--- src/qxm_pkg.sv ---
// ----------------------------------------------------------------------------
// qxm_pkg: shared types and constants of the X-quad mixer
// Field widths, fixed-point constants, microcode word layout, status codes.
// ----------------------------------------------------------------------------
package qxm_pkg;

  localparam int MaxResBits  = 14;
  localparam int InFracBits  = 14;
  localparam int DutyW       = MaxResBits;
  localparam int ResW        = 4;
  localparam int NumMotors   = 4;
  localparam int MotorW      = $clog2(NumMotors);
  localparam int OpW         = 3;
  localparam int IdxW        = 3;
  localparam int CmdW        = 18;
  localparam int PctW        = 8;
  localparam int PctSatW     = 7;
  localparam int ComboW      = CmdW + 2;
  localparam int ValW        = InFracBits + 1;
  localparam int MixScale    = 4428;
  localparam int ScaleShift  = 16;
  localparam int PctMax      = 100;
  localparam int RecipShift  = 27;
  localparam int PctRecip    = 1342178;    // ceil(2^27 / 100)
  localparam int PctProdW    = 21;
  localparam int MulW        = 22;
  localparam int ProdW       = 2 * MulW;
  localparam int UpcW        = 4;
  localparam int ApbAddrW    = 3;
  localparam int ApbDataW    = 32;

  localparam logic signed [ComboW-1:0] OneVal = ComboW'(1 << InFracBits);

  typedef logic [UpcW-1:0]   upc_t;
  typedef logic [DutyW-1:0]  duty_t;

  typedef enum logic [OpW-1:0] {
    OP_MIX    = 3'd0,
    OP_SET    = 3'd1,
    OP_TEST   = 3'd2,
    OP_ARM    = 3'd3,
    OP_DISARM = 3'd4
  } op_e;

  typedef enum logic [1:0] {
    ST_DONE      = 2'd0,
    ST_NOT_READY = 2'd1,
    ST_IGNORED   = 2'd2
  } status_e;

  // register indexes on the APB port
  localparam logic REG_DRIVER_READY = 1'b0;
  localparam logic REG_RES_BITS     = 1'b1;

  // multiplier operand selects
  typedef enum logic [2:0] {
    A_COMBO  = 3'd0,
    A_MIXSUM = 3'd1,
    A_VALUE  = 3'd2,
    A_PCT    = 3'd3,
    A_PROD   = 3'd4
  } a_sel_e;

  typedef enum logic [1:0] {
    B_SCALE   = 2'd0,
    B_MAXDUTY = 2'd1,
    B_RECIP   = 2'd2
  } b_sel_e;

  typedef enum logic [2:0] {
    WR_NONE    = 3'd0,
    WR_MIX     = 3'd1,
    WR_IDX_Q   = 3'd2,
    WR_IDX_PCT = 3'd3,
    WR_CLEAR   = 3'd4
  } wr_sel_e;

  typedef enum logic [1:0] {
    ARM_KEEP = 2'd0,
    ARM_SET  = 2'd1,
    ARM_CLR  = 2'd2
  } arm_e;

  typedef enum logic [1:0] {
    J_NEXT   = 2'd0,
    J_ALWAYS = 2'd1,
    J_LOOP   = 2'd2,
    J_FINISH = 2'd3
  } jump_e;

  typedef struct packed {
    a_sel_e  a_sel;
    b_sel_e  b_sel;
    logic    mul_en;
    wr_sel_e wr;
    arm_e    arm;
    logic    cnt_inc;
    jump_e   jump;
    upc_t    target;
  } ucode_t;

  typedef struct packed {
    ucode_t              uc;
    logic [MotorW-1:0]   motor;
    logic                load_out;
  } seq_ctl_t;

  typedef struct packed {
    logic [OpW-1:0]         op;
    logic signed [CmdW-1:0] thrust;
    logic signed [CmdW-1:0] roll_cmd;
    logic signed [CmdW-1:0] pitch_cmd;
    logic signed [CmdW-1:0] yaw_cmd;
    logic [IdxW-1:0]        motor_index;
    logic signed [CmdW-1:0] motor_value;
    logic [PctW-1:0]        test_pct;
  } in_word_t;

  typedef struct packed {
    duty_t [NumMotors-1:0]  duty;
    logic [NumMotors-1:0]   changed_mask;
    logic                   is_armed;
    logic [1:0]             status;
  } out_word_t;

  // microcode entry points
  localparam upc_t UA_MIX_COMBO = 4'd0;
  localparam upc_t UA_MIX_SCALE = 4'd1;
  localparam upc_t UA_MIX_WRITE = 4'd2;
  localparam upc_t UA_FINISH    = 4'd3;
  localparam upc_t UA_SET_MUL   = 4'd4;
  localparam upc_t UA_SET_WRITE = 4'd5;
  localparam upc_t UA_TEST_MUL  = 4'd6;
  localparam upc_t UA_TEST_DIV  = 4'd7;
  localparam upc_t UA_TEST_WR   = 4'd8;
  localparam upc_t UA_DISARM    = 4'd9;
  localparam upc_t UA_ARM       = 4'd10;

  function automatic ucode_t mk_uc(a_sel_e a, b_sel_e b, logic mul, wr_sel_e w,
                                   arm_e ar, logic inc, jump_e j, upc_t t);
    ucode_t u;
    u.a_sel   = a;
    u.b_sel   = b;
    u.mul_en  = mul;
    u.wr      = w;
    u.arm     = ar;
    u.cnt_inc = inc;
    u.jump    = j;
    u.target  = t;
    return u;
  endfunction

  localparam ucode_t UcNop = '{a_sel: A_COMBO, b_sel: B_SCALE, mul_en: 1'b0,
                               wr: WR_NONE, arm: ARM_KEEP, cnt_inc: 1'b0,
                               jump: J_FINISH, target: UA_FINISH};

  function automatic logic signed [ComboW-1:0] sx(logic signed [CmdW-1:0] v);
    return {{(ComboW-CmdW){v[CmdW-1]}}, v};
  endfunction

  // roll/pitch/yaw sign pattern of the X layout: FR, RR, RL, FL
  function automatic logic signed [ComboW-1:0] combo(logic [MotorW-1:0] m,
      logic signed [CmdW-1:0] r, logic signed [CmdW-1:0] p,
      logic signed [CmdW-1:0] y);
    logic signed [ComboW-1:0] rr, pp, yy, res;
    rr = sx(r);
    pp = sx(p);
    yy = sx(y);
    case (m)
      2'd0:    res = -rr + pp + yy;
      2'd1:    res = -rr - pp - yy;
      2'd2:    res =  rr - pp + yy;
      default: res =  rr + pp - yy;
    endcase
    return res;
  endfunction

  // clamp to [0, 1.0]
  function automatic logic [ValW-1:0] clamp_unit(logic signed [ComboW-1:0] v);
    logic [ValW-1:0] res;
    if (v < 0) res = '0;
    else if (v > OneVal) res = OneVal[ValW-1:0];
    else res = v[ValW-1:0];
    return res;
  endfunction

endpackage

--- src/qxm_if.sv ---
// ----------------------------------------------------------------------------
// qxm_in_if / qxm_out_if: valid/ready channels of the mixer
// Command words in, duty report words out.
// ----------------------------------------------------------------------------
interface qxm_in_if import qxm_pkg::*; ();
  logic                   valid;
  logic                   ready;
  logic [OpW-1:0]         op;
  logic signed [CmdW-1:0] thrust;
  logic signed [CmdW-1:0] roll_cmd;
  logic signed [CmdW-1:0] pitch_cmd;
  logic signed [CmdW-1:0] yaw_cmd;
  logic [IdxW-1:0]        motor_index;
  logic signed [CmdW-1:0] motor_value;
  logic [PctW-1:0]        test_pct;

  modport source (output valid, op, thrust, roll_cmd, pitch_cmd, yaw_cmd, motor_index,
                  motor_value, test_pct, input ready);
  modport sink (input valid, op, thrust, roll_cmd, pitch_cmd, yaw_cmd, motor_index,
                motor_value, test_pct, output ready);
endinterface

interface qxm_out_if import qxm_pkg::*; ();
  logic                 valid;
  logic                 ready;
  logic [DutyW-1:0]     duty_front_right;
  logic [DutyW-1:0]     duty_rear_right;
  logic [DutyW-1:0]     duty_rear_left;
  logic [DutyW-1:0]     duty_front_left;
  logic [NumMotors-1:0] changed_mask;
  logic                 is_armed;
  logic [1:0]           status;

  modport source (output valid, duty_front_right, duty_rear_right, duty_rear_left,
                  duty_front_left, changed_mask, is_armed, status, input ready);
  modport sink (input valid, duty_front_right, duty_rear_right, duty_rear_left,
                duty_front_left, changed_mask, is_armed, status, output ready);
endinterface

--- src/qxm_rom.sv ---
// ----------------------------------------------------------------------------
// qxm_rom: microcode store
// One control word per step; mix loops three steps per motor.
// ----------------------------------------------------------------------------
module qxm_rom import qxm_pkg::*; (
  input  upc_t   upc_i,
  output ucode_t word_o
);

  always_comb begin
    case (upc_i)
      UA_MIX_COMBO: word_o = mk_uc(A_COMBO, B_SCALE, 1'b1, WR_NONE, ARM_KEEP, 1'b0,
                                   J_NEXT, UA_FINISH);
      UA_MIX_SCALE: word_o = mk_uc(A_MIXSUM, B_MAXDUTY, 1'b1, WR_NONE, ARM_KEEP, 1'b0,
                                   J_NEXT, UA_FINISH);
      UA_MIX_WRITE: word_o = mk_uc(A_COMBO, B_SCALE, 1'b0, WR_MIX, ARM_KEEP, 1'b1,
                                   J_LOOP, UA_MIX_COMBO);
      UA_FINISH:    word_o = UcNop;
      UA_SET_MUL:   word_o = mk_uc(A_VALUE, B_MAXDUTY, 1'b1, WR_NONE, ARM_KEEP, 1'b0,
                                   J_NEXT, UA_FINISH);
      UA_SET_WRITE: word_o = mk_uc(A_COMBO, B_SCALE, 1'b0, WR_IDX_Q, ARM_KEEP, 1'b0,
                                   J_ALWAYS, UA_FINISH);
      UA_TEST_MUL:  word_o = mk_uc(A_PCT, B_MAXDUTY, 1'b1, WR_NONE, ARM_KEEP, 1'b0,
                                   J_NEXT, UA_FINISH);
      // divide by 100 through the reciprocal
      UA_TEST_DIV:  word_o = mk_uc(A_PROD, B_RECIP, 1'b1, WR_NONE, ARM_KEEP, 1'b0,
                                   J_NEXT, UA_FINISH);
      UA_TEST_WR:   word_o = mk_uc(A_COMBO, B_SCALE, 1'b0, WR_IDX_PCT, ARM_KEEP, 1'b0,
                                   J_ALWAYS, UA_FINISH);
      UA_DISARM:    word_o = mk_uc(A_COMBO, B_SCALE, 1'b0, WR_CLEAR, ARM_CLR, 1'b0,
                                   J_ALWAYS, UA_FINISH);
      UA_ARM:       word_o = mk_uc(A_COMBO, B_SCALE, 1'b0, WR_NONE, ARM_SET, 1'b0,
                                   J_ALWAYS, UA_FINISH);
      default:      word_o = UcNop;
    endcase
  end

endmodule

--- src/qxm_seq.sv ---
// ----------------------------------------------------------------------------
// qxm_seq: microcode sequencer
// Step counter, motor loop counter, jumps and the output valid flag.
// ----------------------------------------------------------------------------
module qxm_seq import qxm_pkg::*; (
  input  logic     clk_i,
  input  logic     rst_ni,
  input  logic     start_i,
  input  upc_t     entry_i,
  input  logic     out_ready_i,
  output logic     busy_o,
  output logic     out_valid_o,
  output seq_ctl_t ctl_o
);

  localparam logic [MotorW-1:0] MotorLast = MotorW'(NumMotors - 1);

  upc_t              upc_q, upc_d;
  logic [MotorW-1:0] cnt_q, cnt_d;
  logic              busy_q, busy_d;
  logic              out_valid_q, out_valid_d;
  ucode_t            rom_word, uc;
  logic              fire_out;

  qxm_rom u_rom (
    .upc_i  (upc_q),
    .word_o (rom_word)
  );

  assign uc = busy_q ? rom_word : UcNop;
  // finish step waits for the output register to be free
  assign fire_out = busy_q && (uc.jump == J_FINISH) && (!out_valid_q || out_ready_i);

  always_comb begin
    upc_d  = upc_q;
    cnt_d  = cnt_q;
    busy_d = busy_q;
    if (start_i) begin
      busy_d = 1'b1;
      upc_d  = entry_i;
      cnt_d  = '0;
    end else if (busy_q) begin
      if (uc.cnt_inc) cnt_d = cnt_q + 1'b1;
      case (uc.jump)
        J_NEXT:   upc_d = upc_q + 1'b1;
        J_ALWAYS: upc_d = uc.target;
        J_LOOP:   upc_d = (cnt_q != MotorLast) ? uc.target : upc_t'(upc_q + 1'b1);
        J_FINISH: if (fire_out) busy_d = 1'b0;
        default:  upc_d = upc_q;
      endcase
    end
  end

  always_comb begin
    if (fire_out) out_valid_d = 1'b1;
    else if (out_ready_i) out_valid_d = 1'b0;
    else out_valid_d = out_valid_q;
  end

  always_ff @(posedge clk_i or negedge rst_ni) begin
    if (!rst_ni) begin
      upc_q       <= UA_FINISH;
      cnt_q       <= '0;
      busy_q      <= 1'b0;
      out_valid_q <= 1'b0;
    end else begin
      upc_q       <= upc_d;
      cnt_q       <= cnt_d;
      busy_q      <= busy_d;
      out_valid_q <= out_valid_d;
    end
  end

  assign busy_o         = busy_q;
  assign out_valid_o    = out_valid_q;
  assign ctl_o.uc       = uc;
  assign ctl_o.motor    = cnt_q;
  assign ctl_o.load_out = fire_out;

endmodule

--- src/qxm_cfg.sv ---
// ----------------------------------------------------------------------------
// qxm_cfg: APB register file
// driver_ready at 0x0, duty_resolution_bits at 0x4.
// ----------------------------------------------------------------------------
module qxm_cfg import qxm_pkg::*; (
  input  logic                clk_i,
  input  logic                rst_ni,
  input  logic                psel,
  input  logic                penable,
  input  logic                pwrite,
  input  logic [ApbAddrW-1:0] paddr,
  input  logic [ApbDataW-1:0] pwdata,
  output logic [ApbDataW-1:0] prdata,
  output logic                pready,
  output logic                drv_ready_o,
  output logic [ResW-1:0]     res_bits_o
);

  logic            drv_ready_q;
  logic [ResW-1:0] res_bits_q;
  logic            wr_en;

  assign pready = 1'b1;
  assign wr_en  = psel && penable && pwrite;

  always_ff @(posedge clk_i or negedge rst_ni) begin
    if (!rst_ni) begin
      drv_ready_q <= 1'b0;
      res_bits_q  <= ResW'(8);
    end else if (wr_en) begin
      case (paddr[2])
        REG_DRIVER_READY: drv_ready_q <= pwdata[0];
        REG_RES_BITS:     res_bits_q  <= pwdata[ResW-1:0];
        default:          drv_ready_q <= drv_ready_q;
      endcase
    end
  end

  always_comb begin
    case (paddr[2])
      REG_DRIVER_READY: prdata = ApbDataW'(drv_ready_q);
      REG_RES_BITS:     prdata = ApbDataW'(res_bits_q);
      default:          prdata = '0;
    endcase
  end

  assign drv_ready_o = drv_ready_q;
  assign res_bits_o  = res_bits_q;

endmodule

--- src/qxm_datapath.sv ---
// ----------------------------------------------------------------------------
// qxm_datapath: command decode, shared multiplier and duty registers
// One 22x22 multiplier serves the mix scale, the duty scale and the /100.
// ----------------------------------------------------------------------------
module qxm_datapath import qxm_pkg::*; (
  input  logic            clk_i,
  input  logic            rst_ni,
  input  logic            start_i,
  input  in_word_t        in_i,
  input  logic            drv_ready_i,
  input  logic [ResW-1:0] res_bits_i,
  input  seq_ctl_t        ctl_i,
  output upc_t            entry_o,
  output out_word_t       out_o
);

  // captured item
  logic signed [CmdW-1:0] thrust_q, roll_q, pitch_q, yaw_q, value_q;
  logic [PctSatW-1:0]     pct_q;
  logic [MotorW-1:0]      idx_q;
  logic [1:0]             status_q;
  logic [NumMotors-1:0]   mask_q;

  // state
  logic                   armed_q;
  duty_t [NumMotors-1:0]  duty_q;

  logic signed [ProdW-1:0] prod_q;
  out_word_t               out_q;

  // decode
  status_e              dec_status;
  logic [NumMotors-1:0] dec_mask;
  upc_t                 dec_entry;
  logic [NumMotors-1:0] idx_bit;

  assign idx_bit = NumMotors'(1) << in_i.motor_index[MotorW-1:0];

  always_comb begin
    dec_status = ST_DONE;
    dec_mask   = '0;
    dec_entry  = UA_FINISH;
    case (in_i.op)
      OP_MIX, OP_SET, OP_TEST, OP_ARM, OP_DISARM: begin
        if (!drv_ready_i) begin
          dec_status = ST_NOT_READY;
        end else begin
          case (in_i.op)
            OP_MIX: begin
              if (!armed_q) dec_status = ST_IGNORED;
              else begin
                dec_entry = UA_MIX_COMBO;
                dec_mask  = '1;
              end
            end
            OP_SET: begin
              if (!armed_q || in_i.motor_index[IdxW-1]) dec_status = ST_IGNORED;
              else begin
                dec_entry = UA_SET_MUL;
                dec_mask  = idx_bit;
              end
            end
            OP_TEST: begin
              if (in_i.motor_index[IdxW-1]) dec_status = ST_IGNORED;
              else begin
                dec_entry = UA_TEST_MUL;
                dec_mask  = idx_bit;
              end
            end
            OP_ARM: dec_entry = UA_ARM;
            default: begin
              dec_entry = UA_DISARM;
              dec_mask  = '1;
            end
          endcase
        end
      end
      default: dec_status = ST_IGNORED;
    endcase
  end

  assign entry_o = dec_entry;

  // max duty = 2^res - 1 with res held to 1..MaxResBits
  logic [ResW-1:0]  res_eff;
  logic [DutyW:0]   res_pow;
  duty_t            duty_full;

  always_comb begin
    res_eff = res_bits_i;
    if (res_bits_i == '0) res_eff = ResW'(1);
    else if (res_bits_i > ResW'(MaxResBits)) res_eff = ResW'(MaxResBits);
  end

  assign res_pow   = (DutyW+1)'(1) << res_eff;
  assign duty_full = DutyW'(res_pow - 1'b1);

  // multiplier operands
  logic signed [ComboW-1:0] mix_sum;
  logic signed [MulW-1:0]   mul_a, mul_b;
  logic signed [ProdW-1:0]  prod_d;

  assign mix_sum = sx(thrust_q) + $signed(prod_q[ScaleShift+ComboW-1:ScaleShift]);

  always_comb begin
    case (ctl_i.uc.a_sel)
      A_COMBO:  mul_a = MulW'(combo(ctl_i.motor, roll_q, pitch_q, yaw_q));
      A_MIXSUM: mul_a = $signed(MulW'(clamp_unit(mix_sum)));
      A_VALUE:  mul_a = $signed(MulW'(clamp_unit(sx(value_q))));
      A_PCT:    mul_a = $signed(MulW'(pct_q));
      A_PROD:   mul_a = $signed(MulW'(prod_q[PctProdW-1:0]));
      default:  mul_a = '0;
    endcase
    case (ctl_i.uc.b_sel)
      B_SCALE:   mul_b = MulW'(MixScale);
      B_MAXDUTY: mul_b = $signed(MulW'(duty_full));
      B_RECIP:   mul_b = MulW'(PctRecip);
      default:   mul_b = '0;
    endcase
  end

  assign prod_d = mul_a * mul_b;

  always_ff @(posedge clk_i) begin
    if (start_i) begin
      thrust_q <= in_i.thrust;
      roll_q   <= in_i.roll_cmd;
      pitch_q  <= in_i.pitch_cmd;
      yaw_q    <= in_i.yaw_cmd;
      value_q  <= in_i.motor_value;
      pct_q    <= (in_i.test_pct > PctW'(PctMax)) ? PctSatW'(PctMax)
                                                  : in_i.test_pct[PctSatW-1:0];
      idx_q    <= in_i.motor_index[MotorW-1:0];
      status_q <= dec_status;
      mask_q   <= dec_mask;
    end
    if (ctl_i.uc.mul_en) prod_q <= prod_d;
    if (ctl_i.load_out) begin
      out_q.duty         <= duty_q;
      out_q.changed_mask <= mask_q;
      out_q.is_armed     <= armed_q;
      out_q.status       <= status_q;
    end
  end

  always_ff @(posedge clk_i or negedge rst_ni) begin
    if (!rst_ni) begin
      armed_q <= 1'b0;
      duty_q  <= '0;
    end else begin
      case (ctl_i.uc.arm)
        ARM_SET: armed_q <= 1'b1;
        ARM_CLR: armed_q <= 1'b0;
        default: armed_q <= armed_q;
      endcase
      case (ctl_i.uc.wr)
        WR_MIX:     duty_q[ctl_i.motor] <= prod_q[InFracBits+DutyW-1:InFracBits];
        WR_IDX_Q:   duty_q[idx_q]       <= prod_q[InFracBits+DutyW-1:InFracBits];
        WR_IDX_PCT: duty_q[idx_q]       <= prod_q[RecipShift+DutyW-1:RecipShift];
        WR_CLEAR:   duty_q              <= '0;
        default:    duty_q              <= duty_q;
      endcase
    end
  end

  assign out_o = out_q;

endmodule

--- src/quad_x_mixer_pwm_duty.sv ---
// ----------------------------------------------------------------------------
// quad_x_mixer_pwm_duty: X-quad motor mixer with arm gating and PWM duties
// Microcoded: a short control program drives one shared multiplier.
// ----------------------------------------------------------------------------
//  port      dir  handshake       word
//  in_i      in   valid/ready     op, thrust, roll/pitch/yaw, index, value, pct
//  out_o     out  valid/ready     four duties, changed_mask, is_armed, status
//  APB       in   psel/penable    driver_ready @0x0, duty_resolution_bits @0x4
//
// One word at a time. Mix: combo, scale and write per motor (three microcode
// steps per motor on the multiplier); set motor: multiply, write; test motor:
// multiply, divide, write; arm or disarm: update; rejected words: finish only.
// The output register frees the input side: a new word is taken while a
// report waits; the finish step stalls only if the previous report is unread.
// Reset: disarmed, all duties zero, driver not ready, resolution 8 bits.
// ----------------------------------------------------------------------------
module quad_x_mixer_pwm_duty import qxm_pkg::*; (
  input  logic                clk_i,
  input  logic                rst_ni,
  qxm_in_if.sink              in_i,
  qxm_out_if.source           out_o,
  input  logic                psel,
  input  logic                penable,
  input  logic                pwrite,
  input  logic [ApbAddrW-1:0] paddr,
  input  logic [ApbDataW-1:0] pwdata,
  output logic [ApbDataW-1:0] prdata,
  output logic                pready
);

  logic            drv_ready;
  logic [ResW-1:0] res_bits;
  logic            busy;
  logic            start;
  upc_t            entry;
  seq_ctl_t        ctl;
  in_word_t        in_w;
  out_word_t       out_w;

  assign in_i.ready = !busy;
  assign start      = in_i.valid && !busy;

  assign in_w.op          = in_i.op;
  assign in_w.thrust      = in_i.thrust;
  assign in_w.roll_cmd    = in_i.roll_cmd;
  assign in_w.pitch_cmd   = in_i.pitch_cmd;
  assign in_w.yaw_cmd     = in_i.yaw_cmd;
  assign in_w.motor_index = in_i.motor_index;
  assign in_w.motor_value = in_i.motor_value;
  assign in_w.test_pct    = in_i.test_pct;

  qxm_cfg u_cfg (
    .clk_i       (clk_i),
    .rst_ni      (rst_ni),
    .psel        (psel),
    .penable     (penable),
    .pwrite      (pwrite),
    .paddr       (paddr),
    .pwdata      (pwdata),
    .prdata      (prdata),
    .pready      (pready),
    .drv_ready_o (drv_ready),
    .res_bits_o  (res_bits)
  );

  qxm_seq u_seq (
    .clk_i       (clk_i),
    .rst_ni      (rst_ni),
    .start_i     (start),
    .entry_i     (entry),
    .out_ready_i (out_o.ready),
    .busy_o      (busy),
    .out_valid_o (out_o.valid),
    .ctl_o       (ctl)
  );

  qxm_datapath u_dp (
    .clk_i       (clk_i),
    .rst_ni      (rst_ni),
    .start_i     (start),
    .in_i        (in_w),
    .drv_ready_i (drv_ready),
    .res_bits_i  (res_bits),
    .ctl_i       (ctl),
    .entry_o     (entry),
    .out_o       (out_w)
  );

  assign out_o.duty_front_right = out_w.duty[0];
  assign out_o.duty_rear_right  = out_w.duty[1];
  assign out_o.duty_rear_left   = out_w.duty[2];
  assign out_o.duty_front_left  = out_w.duty[3];
  assign out_o.changed_mask     = out_w.changed_mask;
  assign out_o.is_armed         = out_w.is_armed;
  assign out_o.status           = out_w.status;

endmodule

--- src/flat_wrapper.sv ---
// flat-port wrapper written by rule: the top's interface ports become plain ports
module quad_x_mixer_pwm_duty_flat import qxm_pkg::*;
  (clk_i, rst_ni, psel, penable, pwrite, paddr, pwdata, prdata, pready, in_i_valid, in_i_op, in_i_thrust, in_i_roll_cmd, in_i_pitch_cmd, in_i_yaw_cmd, in_i_motor_index, in_i_motor_value, in_i_test_pct, in_i_ready, out_o_valid, out_o_duty_front_right, out_o_duty_rear_right, out_o_duty_rear_left, out_o_duty_front_left, out_o_changed_mask, out_o_is_armed, out_o_status, out_o_ready);
  qxm_in_if in_i_i ();
  qxm_out_if out_o_i ();
  input  logic clk_i;
  input  logic rst_ni;
  input  logic psel;
  input  logic penable;
  input  logic pwrite;
  input  logic [ApbAddrW-1:0] paddr;
  input  logic [ApbDataW-1:0] pwdata;
  output logic [ApbDataW-1:0] prdata;
  output logic pready;
  input wire logic [$bits(in_i_i.valid)-1:0] in_i_valid;
  input wire logic [$bits(in_i_i.op)-1:0] in_i_op;
  input wire logic [$bits(in_i_i.thrust)-1:0] in_i_thrust;
  input wire logic [$bits(in_i_i.roll_cmd)-1:0] in_i_roll_cmd;
  input wire logic [$bits(in_i_i.pitch_cmd)-1:0] in_i_pitch_cmd;
  input wire logic [$bits(in_i_i.yaw_cmd)-1:0] in_i_yaw_cmd;
  input wire logic [$bits(in_i_i.motor_index)-1:0] in_i_motor_index;
  input wire logic [$bits(in_i_i.motor_value)-1:0] in_i_motor_value;
  input wire logic [$bits(in_i_i.test_pct)-1:0] in_i_test_pct;
  output wire logic [$bits(in_i_i.ready)-1:0] in_i_ready;
  output wire logic [$bits(out_o_i.valid)-1:0] out_o_valid;
  output wire logic [$bits(out_o_i.duty_front_right)-1:0] out_o_duty_front_right;
  output wire logic [$bits(out_o_i.duty_rear_right)-1:0] out_o_duty_rear_right;
  output wire logic [$bits(out_o_i.duty_rear_left)-1:0] out_o_duty_rear_left;
  output wire logic [$bits(out_o_i.duty_front_left)-1:0] out_o_duty_front_left;
  output wire logic [$bits(out_o_i.changed_mask)-1:0] out_o_changed_mask;
  output wire logic [$bits(out_o_i.is_armed)-1:0] out_o_is_armed;
  output wire logic [$bits(out_o_i.status)-1:0] out_o_status;
  input wire logic [$bits(out_o_i.ready)-1:0] out_o_ready;
  assign in_i_i.valid = in_i_valid;
  assign in_i_i.op = in_i_op;
  assign in_i_i.thrust = in_i_thrust;
  assign in_i_i.roll_cmd = in_i_roll_cmd;
  assign in_i_i.pitch_cmd = in_i_pitch_cmd;
  assign in_i_i.yaw_cmd = in_i_yaw_cmd;
  assign in_i_i.motor_index = in_i_motor_index;
  assign in_i_i.motor_value = in_i_motor_value;
  assign in_i_i.test_pct = in_i_test_pct;
  assign in_i_ready = in_i_i.ready;
  assign out_o_valid = out_o_i.valid;
  assign out_o_duty_front_right = out_o_i.duty_front_right;
  assign out_o_duty_rear_right = out_o_i.duty_rear_right;
  assign out_o_duty_rear_left = out_o_i.duty_rear_left;
  assign out_o_duty_front_left = out_o_i.duty_front_left;
  assign out_o_changed_mask = out_o_i.changed_mask;
  assign out_o_is_armed = out_o_i.is_armed;
  assign out_o_status = out_o_i.status;
  assign out_o_i.ready = out_o_ready;
  quad_x_mixer_pwm_duty u_core (.clk_i(clk_i), .rst_ni(rst_ni), .in_i(in_i_i), .out_o(out_o_i), .psel(psel), .penable(penable), .pwrite(pwrite), .paddr(paddr), .pwdata(pwdata), .prdata(prdata), .pready(pready));
endmodule
--- config.mk ---
export PLATFORM = sky130hd
export DESIGN_NAME = quad_x_mixer_pwm_duty_flat
export DESIGN_NICKNAME = d
export VERILOG_FILES = /design/src/qxm_pkg.sv /design/src/qxm_if.sv /design/src/qxm_rom.sv /design/src/qxm_seq.sv /design/src/qxm_cfg.sv /design/src/qxm_datapath.sv /design/src/quad_x_mixer_pwm_duty.sv /design/src/flat_wrapper.sv
export SDC_FILE = /design/constraint.sdc
export NUM_CORES = 2
export LEC_CHECK = 0
export BUFFER_PORTS_ARGS = -buffer_cell sky130_fd_sc_hd__buf_4
export CAP_MARGIN = 20
export CORE_MARGIN = 2
export CORE_UTILIZATION = 35
export CTS_CLUSTER_DIAMETER = 80
export DETAILED_ROUTE_END_ITERATION = 6
export GPL_ROUTABILITY_DRIVEN = 0
export PLACE_DENSITY = 0.52
export SYNTH_ARGS = -nofsm -noshare
export SYNTH_HDL_FRONTEND = slang
export SYNTH_SLANG_ARGS = --single-unit
--- constraint.sdc ---
create_clock -name clk_i -period 13.1 [get_ports clk_i]
set_input_delay 0.655 -clock clk_i [delete_from_list [all_inputs] [get_ports clk_i]]
set_output_delay 0.655 -clock clk_i [all_outputs]
set_load 0.05 [all_outputs]
Yosys cells after proc, flatten, opt, wreduce, memory -nomap -nowiden --
Memories as Yosys holds them, arrays and structs flattened. Cells that the tools add are included.
Word-level totals: flip-flop bits (word level) 279, ROM bits 256, input bits 146, output and inout port bits 98, memories kept 1
Memories:
- (no name shown) | words 16, bits a word 16, read ports 1, clocked after Yosys merged registers in 0, wr ports 0, line qxm_rom.sv:11 | case (upc_i)
Cells by class: add/subtract/negate cells 13, multiply operators 1, order comparisons 10, equality and inequality tests 22, shift-type cells 2, multiplexer cells 48, bitwise gates (word level) 1, reduce and logical (&&, ||, !) cells 30
Operator list (count):
- $pmux 56 s4 | 1
- $bwmux 56 | 3
- $pmux 22 s5 | 1
- $pmux 32 s2 | 1
- $pmux 21 s3 | 1
- $mux 15 | 4
- $pmux 20 s3 | 1
- $demux 14 s2 | 2
- $mul 22x22->41 | 1
- $add 20x18->20 | 2
- $mux 4 | 10
- $sub 20x18->20 | 2
- $pmux 4 s4 | 2
- $mux 14 | 2
- $add 18x20->20 | 1
- $add 19x18->20 | 1
- $gt 20x16->1 const B | 1
- $lt 20x1->1 const B | 1
- $neg 18->20 | 1
- $sub 19x18->20 | 1
- $add 18x18->19 | 1
- $sub 18x18->19 | 1
- $eq 3x2->1 const B | 6
- $gt 18x16->1 const B | 1
- 33 further kinds | 79

Longest topological paths before layout --
An unclocked memory read counts as a cell.
word-level depth 9, depth in mapped cells 46, depth with buffers taken out 44

Hierarchy --
Synthesis repeated with hierarchy kept, for this count alone.
Unflattened totals: cell total of the unflattened synthesis 3443, area, all modules 33300.7 µm²
By module, submodules not included:
- qxm_datapath | instances 1, cells each 3277, area an instance 31914.4 µm², sequential area each 7702.4 µm²
- qxm_seq | instances 1, cells each 78, area an instance 661.9 µm², sequential area each 202.7 µm²
- qxm_cfg | instances 1, cells each 47, area an instance 462.9 µm², sequential area each 126.4 µm²
- qxm_rom | instances 1, cells each 39, area an instance 251.5 µm², sequential area each 0.0 µm²
- quad_x_mixer_pwm_duty | instances 1, cells each 2, area an instance 10.0 µm², sequential area each 0.0 µm²

Least setup slack after synthesis --
OpenSTA, ideal clock, no wires.
path kind register to register, from reg u_core.u_dp.roll_q[0], to reg u_core.u_dp.prod_q[40], data pin, library setup time 260 ps, arrival time 10099 ps, required time 12840 ps, slack 2741 ps, cell stages (with the launch flop) 41, path buffers 0, clock period less this slack 10359 ps, path through edfxtp_1 > inv_1 > ha_1 > nand4_1 > nor3_1 > xnor2_1 > fa_1 > inv_1 > ha_1 > or3_1 > a2111oi_0 > o21ai_1 > a41o_1 > a211oi_1 > o21bai_1 > mux2i_1 > or4b_1 > o21ai_1 > [5 not listed] > inv_1 > fa_1 > fa_1 > fa_1 > inv_1 > fa_1 > inv_1 > ha_1 > a21o_1 > a31o_2 > a21o_1 > a21oi_1 > o21ai_0 > a2111o_1 > a21o_1 > a21oi_1 > a21oi_1 > xnor2_1
Between the ends: word-level cells in the longest chain between the ends 6
Ends and longest elaborated chain:
- from (decl) | line qxm_datapath.sv:18 | logic signed [CmdW-1:0] thrust_q, roll_q, pitch_q, yaw_q, value_q;
- from (signal assigned) | line qxm_datapath.sv:127 | roll_q <= in_i.roll_cmd;
- $neg 18->20 | line qxm_pkg.sv:170, qxm_pkg.sv:171
- $sub 20x18->20 or $add 20x18->20 (tied branches) (2 in a row) | line qxm_pkg.sv:171, qxm_pkg.sv:170
- $pmux 20 s3 (*) | line qxm_pkg.sv:169 | case (m)
- $pmux 22 s5 (*) | line qxm_datapath.sv:106 | case (ctl_i.uc.a_sel)
- $mul 22x22->41 (*) | line qxm_datapath.sv:122 | assign prod_d = mul_a * mul_b;
- named net u_core.u_dp.prod_d[40] | line qxm_datapath.sv:101 | logic signed [ProdW-1:0] prod_d;
- to (signal assigned) | line qxm_datapath.sv:137 | if (ctl_i.uc.mul_en) prod_q <= prod_d;
- to (decl) | line qxm_datapath.sv:28 | logic signed [ProdW-1:0] prod_q;
The timed path passes the listed nets; every way through them passes the cells marked *. A chain may end at the register's enable or synchronous reset.

Final worst setup path --
Same ends and word-level chain as after synthesis.

==> qor.yml <==
insertion_delay_ps: 570
drv_slew: 0
fp.dieH_microns: 312
post-cts-setup-buffers: 0
layout_common_cells: "inv_1, fa_1, nor2_1"
synth-edff-count: 209
final-seq-area_sq_um: 8030
finalClockSkew_ps: 24.6
whs_ps: 229
rows: 112
initial_utilization: 0.354
clockBufferDepth: 3
ys_types: 94
antenna_found_initial: 0
cap_viol_max_count: 0
drc_errors: 0
cp_max_fo: 14
worst_pin_slew_ps: 1150
hold_buffers: 0
synth.area.mux_share: 0.00484
relSlewSlack: 0.230
grt_pass1_vias: 25572
grt_usage: 0.203
reg2reg_from: "u_core.u_dp.roll_q[0]$_DFFE_PP_"
synth_top_family_by_area: "adder cells"
synthXorXnorAreaFrac: 0.0328
critPathLaunchType: "register"
timing.fmax_ghz: 0.0840
placed_cells_incl_taps: 4947
grt_max_degree: 72
ant_nets: 0
cts_buffers: 37
crit_path_end_kind: "register"
layout-drive-gt1-share: 0.0890
clockRootBuffer: "clkbuf_16"
wl_per_cell_microns: 19.4
dieWidth_microns: 312
setup_viol: 0
instances_no_fill: 5017
io_buffer_count: 184
fin_crit_ps: 11900
multi_input_area_sq_um: 22100
status: "complete, no violations"
fin_nets: 4584
layout_commonest_cell: "inv_1"
htreeDepth: 2
dr_total_vias: 25047
r2r_setup_slack_ps: 1200
ys_warn_count: 0
area_growth_pct: 12.6
clk_pin_slew_worst_paths_ps: 60
via_per_inst: 4.99
worstHoldPathType: "in -> async"
synthAdderAreaFrac: 0.366
synth_compound_area_frac: 0.135
ys_seq_area_frac: 0.243
rr_endpoint: "u_core.u_dp.prod_q[40]$_DFFE_PP_"
cp.required_ps: 13390
rsz0062_at_grt: "false"
io_pins: 244
core_area_sq_um: 93600
ys_seq_elements: 279
worstPathArrival_ps: 12190
async_reset_ff_frac: 0.251
grt_pass1_wl_microns: 152000
critPathKind: "reg -> reg"
post_cts_resized: 0
num-fill-cells: 9587
cts_sinks: 279
grt-ovfl-total: 0
syn-instance-count: 3532
synth_ff_type: "edfxtp_1"
syn_area_sq_um: 33100
drt_iter0_drc: 1715
cts_tree: "yes"
synth-simple-area-share: 0.119
dieArea_sq_um: 97100
slowest_stage: "a211oi_1"
cpPeakStageDelay_ps: 670
dp_hpwl_microns: 79200
drt_first_pass_iters: 5
wirelength_microns: 97400
finalHoldViolCount: 0
endpoint: "u_core.u_dp.prod_q[40]$_DFFE_PP_"
syn_area_per_cell_sq_um: 9.38
rr_worst_depth: 43
startpoint: "u_core.u_dp.roll_q[0]$_DFFE_PP_"
finalCritPeriodShare: 0.908
setup_tns_ps: 0
-- cell usage after synthesis (all sizes together), types with 8 or more instances --
library cell	number	area (sq um)
a21boi	8	60.1
fa	440	8810
a21o	47	353
a221oi	19	166
nor2	299	1130
nand3b	8	60.1
a211oi	33	265
inv	712	2670
dfrtp	67	1680
and3	10	67.6
or2	13	81.3
nor3	42	210
buf	47	299
o21ai	230	1150
a21oi	175	876
nand2	249	935
xnor2	78	702
xor2	43	384
nor4	11	83.8
o22ai	9	56.3
mux2	8	90.1
nand3	57	285
clkbuf	86	323
nand2b	28	175
a31oi	59	409
o21bai	14	105
o31ai	10	85.1
a211o	10	87.6
or3	8	50.1
nand4	9	56.3
nor2b	36	225
ha	265	3320
and2	62	388
o211ai	16	125
o21a	27	203
edfxtp	209	6280
-- cells by family (layout without fill, tap and decap cells) --
logic type | after synthesis | in the layout
compound gates | 711 | 711
fa+ha+maj | 705 | 705
mux | 15 | 15
xor+xnor | 121 | 121
simple gates | 853 | 853
flops | 279 | 279
other cells | 2 | 77
buf+inv | 846 | 1002
-- worst min path at each step --
stage / to / from / slack (ps)
2_1_floorplan: async pin / rst_ni / 360
6_report: async pin / rst_ni / 230
3_3_place_gp: u_core.u_dp.out_o[1]$_DFFE_PP_ / u_core.u_dp.status_q[1]$_SDFFCE_PP1P_ / 400
4_1_cts: u_core.u_dp.pitch_q[4]$_DFFE_PP_ / in_i_pitch_cmd[4] / 230
5_1_grt: u_core.u_dp.roll_q[3]$_DFFE_PP_ / in_i_roll_cmd[3] / 240
3_5_place_dp: u_core.u_dp.out_o[1]$_DFFE_PP_ / u_core.u_dp.status_q[1]$_SDFFCE_PP1P_ / 410
-- layout make-up --
cell class                      count  share of cell area
Multi-Input combinational cell   2481               0.593
Tap cell                         1254              0.0421
Clock inverter                     20             0.00618
Timing Repair Buffer              221              0.0448
Sequential cell                   279               0.215
Inverter                          713              0.0719
Clock buffer                       48              0.0262
Antenna cell                        1           0.0000671
-- stage by stage --
stage	cell area [sq um]	setup slack, ps	utilization
after floorplan	33400	2740	-
after global placement	36000	1320	0.385
after detailed placement	36100	1210	0.385
after CTS	37300	1120	0.398
after global routing	37300	371	0.398
final	37300	1200	0.398
-- critical path, delay by kind of cell, from the launching register on --
| family | cells | cell delay [ps] |
|---|---|---|
| flops | 1 | 530 |
| fa+ha+maj | 11 | 4610 |
| xor+xnor | 3 | 400 |
| simple gates | 4 | 1040 |
| compound gates | 16 | 4240 |
| buf+inv | 9 | 780 |
-- per-layer routing --
metal / part of all wire / routed length [microns] / vias to the layer above / global-route usage
met1: 0.44 / 43000 / 12437 / 0.274
li1: - / - / 11806 / -
met5: 0 / 0 / - / 0
met4: 0.032 / 3120 / 0 / 0.0624
met3: 0.049 / 4820 / 117 / 0.0199
met2: 0.48 / 46500 / 687 / 0.346
Power is not shown: default switching activity piles up to over one toggle a cycle in this logic, so the estimate is an artifact.
